<file path="config.mk">
export PLATFORM = sky130hd
export DESIGN_NAME = pcpa_ctrl
export DESIGN_NICKNAME = d
export VERILOG_FILES = /design/src/sv/pcpa_pkg.sv /design/src/sv/pcpa_ctrl.sv
export SDC_FILE = /design/constraint.sdc
export NUM_CORES = 1
export LEC_CHECK = 0
export BUFFER_PORTS_ARGS = -buffer_cell sky130_fd_sc_hd__buf_4
export CAP_MARGIN = 20
export CELL_PAD_IN_SITES_DETAIL_PLACEMENT = 1
export CELL_PAD_IN_SITES_GLOBAL_PLACEMENT = 1
export CORE_AREA = 2 2 39 41
export CTS_BUF_LIST = sky130_fd_sc_hd__clkbuf_4 sky130_fd_sc_hd__clkbuf_8
export CTS_CLUSTER_DIAMETER = 30
export DETAILED_ROUTE_END_ITERATION = 16
export DIE_AREA = 0 0 41 43
export GPL_TIMING_DRIVEN = 0
export PLACE_DENSITY_LB_ADDON = 0.1
export SKIP_CTS_REPAIR_TIMING = 1
export SLEW_MARGIN = 10
export SYNTH_ARGS = -nofsm -noshare
export SYNTH_HDL_FRONTEND = slang
export SYNTH_SLANG_ARGS = --single-unit
</file>
<file path="constraint.sdc">
create_clock -name clk -period 1.4 [get_ports clk]
set_input_delay 0.14 -clock clk [delete_from_list [all_inputs] [get_ports clk]]
set_output_delay 0.14 -clock clk [all_outputs]
set_load 0.05 [all_outputs]
</file>
<file path="src/sv/pcpa_pkg.sv">
// shared types, constants and helpers for the per-cpu page allocator
package pcpa_pkg;

    localparam int CPUS       = 8;
    localparam int PAGES      = 65536;
    localparam int PAGE_SHIFT = 12;

    localparam int ADDR_W     = 32;
    localparam int CPU_W      = 3;
    localparam int STATUS_W   = 2;
    localparam int PAGE_W     = (PAGES > 1) ? $clog2(PAGES) : 1;
    localparam int CPU_IDX_W  = (CPUS > 1) ? $clog2(CPUS) : 1;
    localparam int LINK_W     = PAGE_W + 1;
    localparam int CFG_ADDR_W = 3;

    localparam logic OP_FREE  = 1'b0;
    localparam logic OP_ALLOC = 1'b1;

    localparam logic [STATUS_W-1:0] STATUS_OK     = 2'd0;
    localparam logic [STATUS_W-1:0] STATUS_REJECT = 2'd1;
    localparam logic [STATUS_W-1:0] STATUS_EMPTY  = 2'd2;

    localparam logic REG_MEM_START = 1'b0;
    localparam logic REG_MEM_STOP  = 1'b1;

    localparam logic [ADDR_W-1:0] MEM_START_RESET = 32'd0;
    localparam logic [ADDR_W-1:0] MEM_STOP_RESET  = 32'd134217728;

    typedef enum logic [1:0] {
        ST_IDLE,
        ST_EVAL,
        ST_READ
    } state_t;

    typedef struct packed {
        logic capture;
        logic push;
        logic reject;
        logic empty;
        logic read;
        logic pop;
    } pcpa_cmd_t;

    typedef struct packed {
        logic is_alloc;
        logic free_ok;
        logic found;
        logic out_valid;
    } pcpa_sts_t;

    function automatic logic [ADDR_W-1:0] page_to_addr(input logic [PAGE_W-1:0] page);
        logic [PAGE_W+PAGE_SHIFT-1:0] wide;
        wide = {page, {PAGE_SHIFT{1'b0}}};
        return ADDR_W'(wide);
    endfunction

endpackage

</file>
<file path="src/sv/pcpa_ctrl.sv">
// controller state machine sequencing each request word through the datapath
module pcpa_ctrl (
    input  logic                clk,
    input  logic                rst_n,
    input  logic                in_valid,
    output logic                in_ready,
    input  logic                out_ready,
    input  pcpa_pkg::pcpa_sts_t sts,
    output pcpa_pkg::pcpa_cmd_t cmd
);

    pcpa_pkg::state_t state_reg;
    pcpa_pkg::state_t state_next;

    always_ff @(posedge clk or negedge rst_n)
    begin
        if (!rst_n)
        begin
            state_reg <= pcpa_pkg::ST_IDLE;
        end
        else
        begin
            state_reg <= state_next;
        end
    end

    assign in_ready = (state_reg == pcpa_pkg::ST_IDLE) && (!sts.out_valid || out_ready);

    always_comb
    begin
        state_next = state_reg;
        case (state_reg)
            pcpa_pkg::ST_IDLE:
            begin
                if (in_valid && in_ready)
                begin
                    state_next = pcpa_pkg::ST_EVAL;
                end
            end
            pcpa_pkg::ST_EVAL:
            begin
                if (sts.is_alloc && sts.found)
                begin
                    state_next = pcpa_pkg::ST_READ;
                end
                else
                begin
                    state_next = pcpa_pkg::ST_IDLE;
                end
            end
            pcpa_pkg::ST_READ:
            begin
                state_next = pcpa_pkg::ST_IDLE;
            end
            default:
            begin
                state_next = pcpa_pkg::ST_IDLE;
            end
        endcase
    end

    always_comb
    begin
        cmd = '0;
        case (state_reg)
            pcpa_pkg::ST_IDLE:
            begin
                cmd.capture = in_valid && in_ready;
            end
            pcpa_pkg::ST_EVAL:
            begin
                if (!sts.is_alloc)
                begin
                    cmd.push   = sts.free_ok;
                    cmd.reject = !sts.free_ok;
                end
                else
                begin
                    cmd.read  = sts.found;
                    cmd.empty = !sts.found;
                end
            end
            pcpa_pkg::ST_READ:
            begin
                cmd.pop = 1'b1;
            end
            default:
            begin
                cmd = '0;
            end
        endcase
    end

endmodule

</file>
==> flow_summary.ini, run 1 <==
[sta]
layout_min_cycle_time_ps = 1350
finalCritPeriodShare_pct = 96.1
setup_ws_ps = 54.4
worst_pin_slew_ps = 339
finalHoldViolations = 0
maxSlewHeadroom_pct = 77.4
finalMaxSlewViolations = 0
rsz0062_at_grt = true
fin_setup_tns_ps = 0
fmax_mhz = 743
skew_ps = 0.194
finalSetupViolations = 0

[power_and_ir_drop]
swShare_pct = 32.4
net-switching-power_w = 0.0000998
power_frac_clock_pct = 40.4
internal-power_w = 0.000208
power.leakage_nw = 0.167
power_frac_seq_pct = 23.4
comb_power_share_pct = 36.2
power_density_mw_per_mm2 = 828
vdd_drop_max_uv = 153

[flow_run]
cap_violations = 0

[placement]
dp_slack_ps = 195
io_buffers = 14
gp_congestion = 0.531
dpl_cell_area_um2 = 302

[yosys]
ys_ff_latch = 2
syn_inst = 14
syn_nets = 22
avgSynthCellArea_um2 = 11.0
netlist_area_um2 = 154
seq_area_frac_synth_pct = 32.5
yosys_warnings = 0
synth.distinct_cells = 9

[worst_setup_path]
cp_max_fo = 6
cp.arrival_ps = 1210
crit_type = flip-flop to output port
critPathRequiredTime_ps = 1260
cp-start-kind = flip-flop
cp-end-kind = output port

[floorplanning]
dieArea_mm2 = 0.00176
die_w_um = 41
io_pins = 15
start_util_pct = 11.1
core_mm2 = 0.00138
rows = 14
die_h_um = 43

[cells_and_area]
layout.nets = 43
largest_register_ffs = 2
design_area_um2 = 372
nFillCells = 161
drive_gt1_share_pct = 81.8
n_antenna_cell = 0
area_growth_pct = 141
multi_input_area_um2 = 126
regArea_um2 = 52.6
final_common_cell = buf_4
layout_common_cells = buf_4, buf_6, clkbuf_4

[outcome]
status = finished clean

[cts]
cts_made_buffers = 3
cts_tree = done
clk_root_buffer_cell = clkbuf_4
htreeDepth = 1
clkLatencyLatePin_ps = 220
cts_max_path_buffers = 2
clkTransAtPathRegs_ps = 30
clock_sinks = 2

[global_route]
grt_pass1_vias = 174
gr-usage-all-layers_pct = 6.02
grt_max_degree = 10
grt_pass1_wl_um = 655
antenna_found_initial = 0
grt_overflow = 0

[route]
first_pass_iters = 2
viasPerCell = 4.00
drc = 0
wl_per_cell_um = 10.7
wirelength_um = 524
antenna_left = 0
vias = 196
first_iter_violations = 1

[worst_hold_path]
hold_path_class = input pin to flip-flop
[metal layers]
metal / GRT usage (%) / up-vias / routed length [um]
li1: - / 96 / -
met1: 6.75 / 91 / 193
met2: 7.50 / 9 / 280
met3: 1.57 / 0 / 49
met4: 8.00 / 0 / 0
met5: 0 / - / 0
[final timing paths]
| check | from | to | slack, ps | cells past startpoint |
|---|---|---|---|---|
| setup reg to reg | state_reg[1] | state_reg[0] | 360 | 2 |
| min in group asynchronous | rst_n | state_reg[1] | 240 | 2 |
| setup / recovery | state_reg[1] | cmd[3] | 50 | 2 |
| max in group asynchronous | rst_n | state_reg[0] | 1060 | 2 |
| hold / removal | sts[0] | state_reg[0] | 150 | 2 |
| hold reg to reg | state_reg[0] | state_reg[0] | 580 | 1 |
[layout make-up]
type                       instances  share of cell area, %
inverter                           2                   2.02
sequential                         2                   14.1
tap                               16                   5.39
timing repair buffer              16                   36.4
buffer                             1                   2.02
clock buffer                       3                   6.06
multi-input combinational          9                   34.0
[power by group through the flow]
| stage | registers (W) | logic (W) | clock network [W] |
|---|---|---|---|
| after floorplan | 0.0000688 | 0.0000599 | 0 |
| after global placement | 0.0000712 | 0.0000964 | 0 |
| final | 0.0000719 | 0.000111 | 0.000124 |
| after global routing | 0.0000729 | 0.000116 | 0.000142 |
| after detailed placement | 0.0000709 | 0.0000977 | 0 |
| after CTS | 0.0000704 | 0.0000978 | 0.000134 |
[worst max-delay path, cell delays in order, from the launching register on]
cell	delay, ps
dfrtp_2	450
nor4b_2	290
buf_4	240
[cells in the mapped netlist]
master	number	area (um2)
a2111oi_1	2	20.0
a211oi_1	1	7.51
and4b_1	2	20.0
buf_4	1	7.51
dfrtp_1	2	50.1
inv_1	2	7.51
nor2b_1	1	6.26
nor4b_2	1	15.0
nor4bb_1	2	20.0
[stage by stage]
step | power, W | utilization [%] | hold slack [ps] | cells
final | 0.000308 | 26.9 | 149 | 49
after global routing | 0.000332 | 26.9 | 147 | 49
after CTS | 0.000302 | 23.4 | -315 | 47
after detailed placement | 0.000169 | 21.8 | -75.8 | 44
after global placement | 0.000168 | 21.8 | -77.0 | 44
after floorplan | 0.000129 | - | -156 | 14
[cells by family after synthesis]
kind of cell           synth area share, %
and+or+nand+nor                       39.8
AOI/OAI and AO/OA                     17.9
buffers and inverters                 9.76
DFF                                   32.5
Power figures use the tool's default switching activity.
==> run 2, diff against run 1 <==
==> constraint.sdc (replaced) <==
create_clock -name clk -period 1.3 [get_ports clk]
set_input_delay 0.13 -clock clk [delete_from_list [all_inputs] [get_ports clk]]
set_output_delay 0.13 -clock clk [all_outputs]
set_load 0.05 [all_outputs]
==> run 2 against run 1 <==
Net effect:
- the run now ends with setup timing left
- final cell count increased by 2.0%
- highest routed layer unchanged
- critical path depth increased by 1
- final area increased by 3.0%
- first-iteration DRC count unchanged
==> flow_summary.ini, run 2 (synthesis results as in run 1) <==
[placement]
dpl.cell_count = 44
dp_slack_ps = 105
io_buffers = 14
gp_congestion = 0.531

[cells_and_area]
n_antenna_cell = 0
area_growth_pct = 149
drive_gt1_share_pct = 82.4
final_common_cell = buf_4
layout.nets = 44
largest_register_ffs = 2
stdcell_count = 50
layout_common_cells = buf_4, clkbuf_4, buf_6

[floorplanning]
dieArea_mm2 = 0.00176
io_pins = 15
rows = 14
die_w_um = 41
start_util_pct = 11.1
die_h_um = 43
core_mm2 = 0.00138

[sta]
layout_min_cycle_time_ps = 1330
finalSetupViolations = 7
finalMaxSlewViolations = 0
fin_setup_tns_ps = -133
worst_pin_slew_ps = 339
fin_hold_ws_ps = 139
fmax_mhz = 752
finalCritPeriodShare_pct = 102
maxSlewHeadroom_pct = 77.4
finalHoldViolations = 0
setup_ws_ps = -30.3
skew_ps = 0.194
rsz0062_at_grt = true

[route]
antenna_left = 0
first_pass_iters = 2
first_iter_violations = 1
viasPerCell = 4.02
wl_per_cell_um = 10.8
wirelength_um = 541
vias = 201
drc = 0

[power_and_ir_drop]
power_density_mw_per_mm2 = 879
vdd_drop_max_uv = 182
total_power_w = 0.000336
power.leakage_nw = 0.174

[worst_setup_path]
cp-start-kind = flip-flop
critPathLaunch = state_reg[1]
cp_max_fo = 6
critPathRequiredTime_ps = 1170
cp-end-kind = output port
crit_type = flip-flop to output port
cp.arrival_ps = 1200
r2r-start = state_reg[1]

[cts]
cts_made_buffers = 3
clk_root_buffer_cell = clkbuf_4
clock_sinks = 2
cts_max_path_buffers = 2
cts_tree = done
clkTransAtPathRegs_ps = 30
htreeDepth = 1
clkLatencyLatePin_ps = 220

[global_route]
grt_pass1_vias = 175
grt_overflow = 0
grt_max_degree = 10
grt_pass1_wl_um = 655
antenna_found_initial = 0
gr-usage-all-layers_pct = 6.02

[outcome]
status = finished, violations left
violations = setup timing

[worst_hold_path]
hold_path_class = input pin to flip-flop
hp-start = sts[0]

[flow_run]
cap_violations = 0
-- run 2: cell count changes in the layout (fill, tap and decap cells not counted) --
| cell | change |
|---|---|
| buf_6 | -1 |
| buf_4 | +1 |
| buf_8 | +1 |
-- run 2: per-layer routing --
metal / up-vias / global-route usage, % / share of wire, %
li1: 98 / - / -
met1: 94 / 6.75 / 36
met2: 9 / 7.50 / 55
met3: 0 / 1.57 / 9.1
met4: 0 / 8.00 / 0
met5: - / 0 / 0
-- run 2: metrics by stage --
stage	area, um2	util [%]
6_report	383	27.7
5_1_grt	383	27.7
4_1_cts	324	23.4
3_5_place_dp	302	21.8
3_3_place_gp	302	21.8
2_1_floorplan	176	-
-- run 2: path summary, 6_finish.rpt --
path                       depth (start not counted)      endpoint  slack [ps]
min                                                2  state_reg[0]         140
max in group asynchronous                          2  state_reg[0]         970
min reg2reg                                        1  state_reg[0]         580
max reg2reg                                        2  state_reg[0]         260
min in group asynchronous                          2  state_reg[1]         230
max                                                3      in_ready         -30
-- run 2: area by class of cell --
type | instances | area (um2)
plain buffers | 1 | 7.51
clock buffers | 3 | 22.5
fillers | 159 | 1000
inverters | 2 | 7.51
multi-input cells | 9 | 126
flip-flops and latches | 2 | 52.6
well taps | 16 | 20.0
repair buffers | 17 | 146
-- run 2: power by group --
part | internal, W | switching (W)
clock | 0.000102 | 0.0000322
combinational | 0.0000588 | 0.0000667
sequential | 0.0000671 | 0.00000999
total | 0.000228 | 0.000109
-- run 2: critical path: stages (launching register included) --
cell and delay (ps):
dfrtp_2 450, buf_2 170, a211oi_2 170, buf_6 190
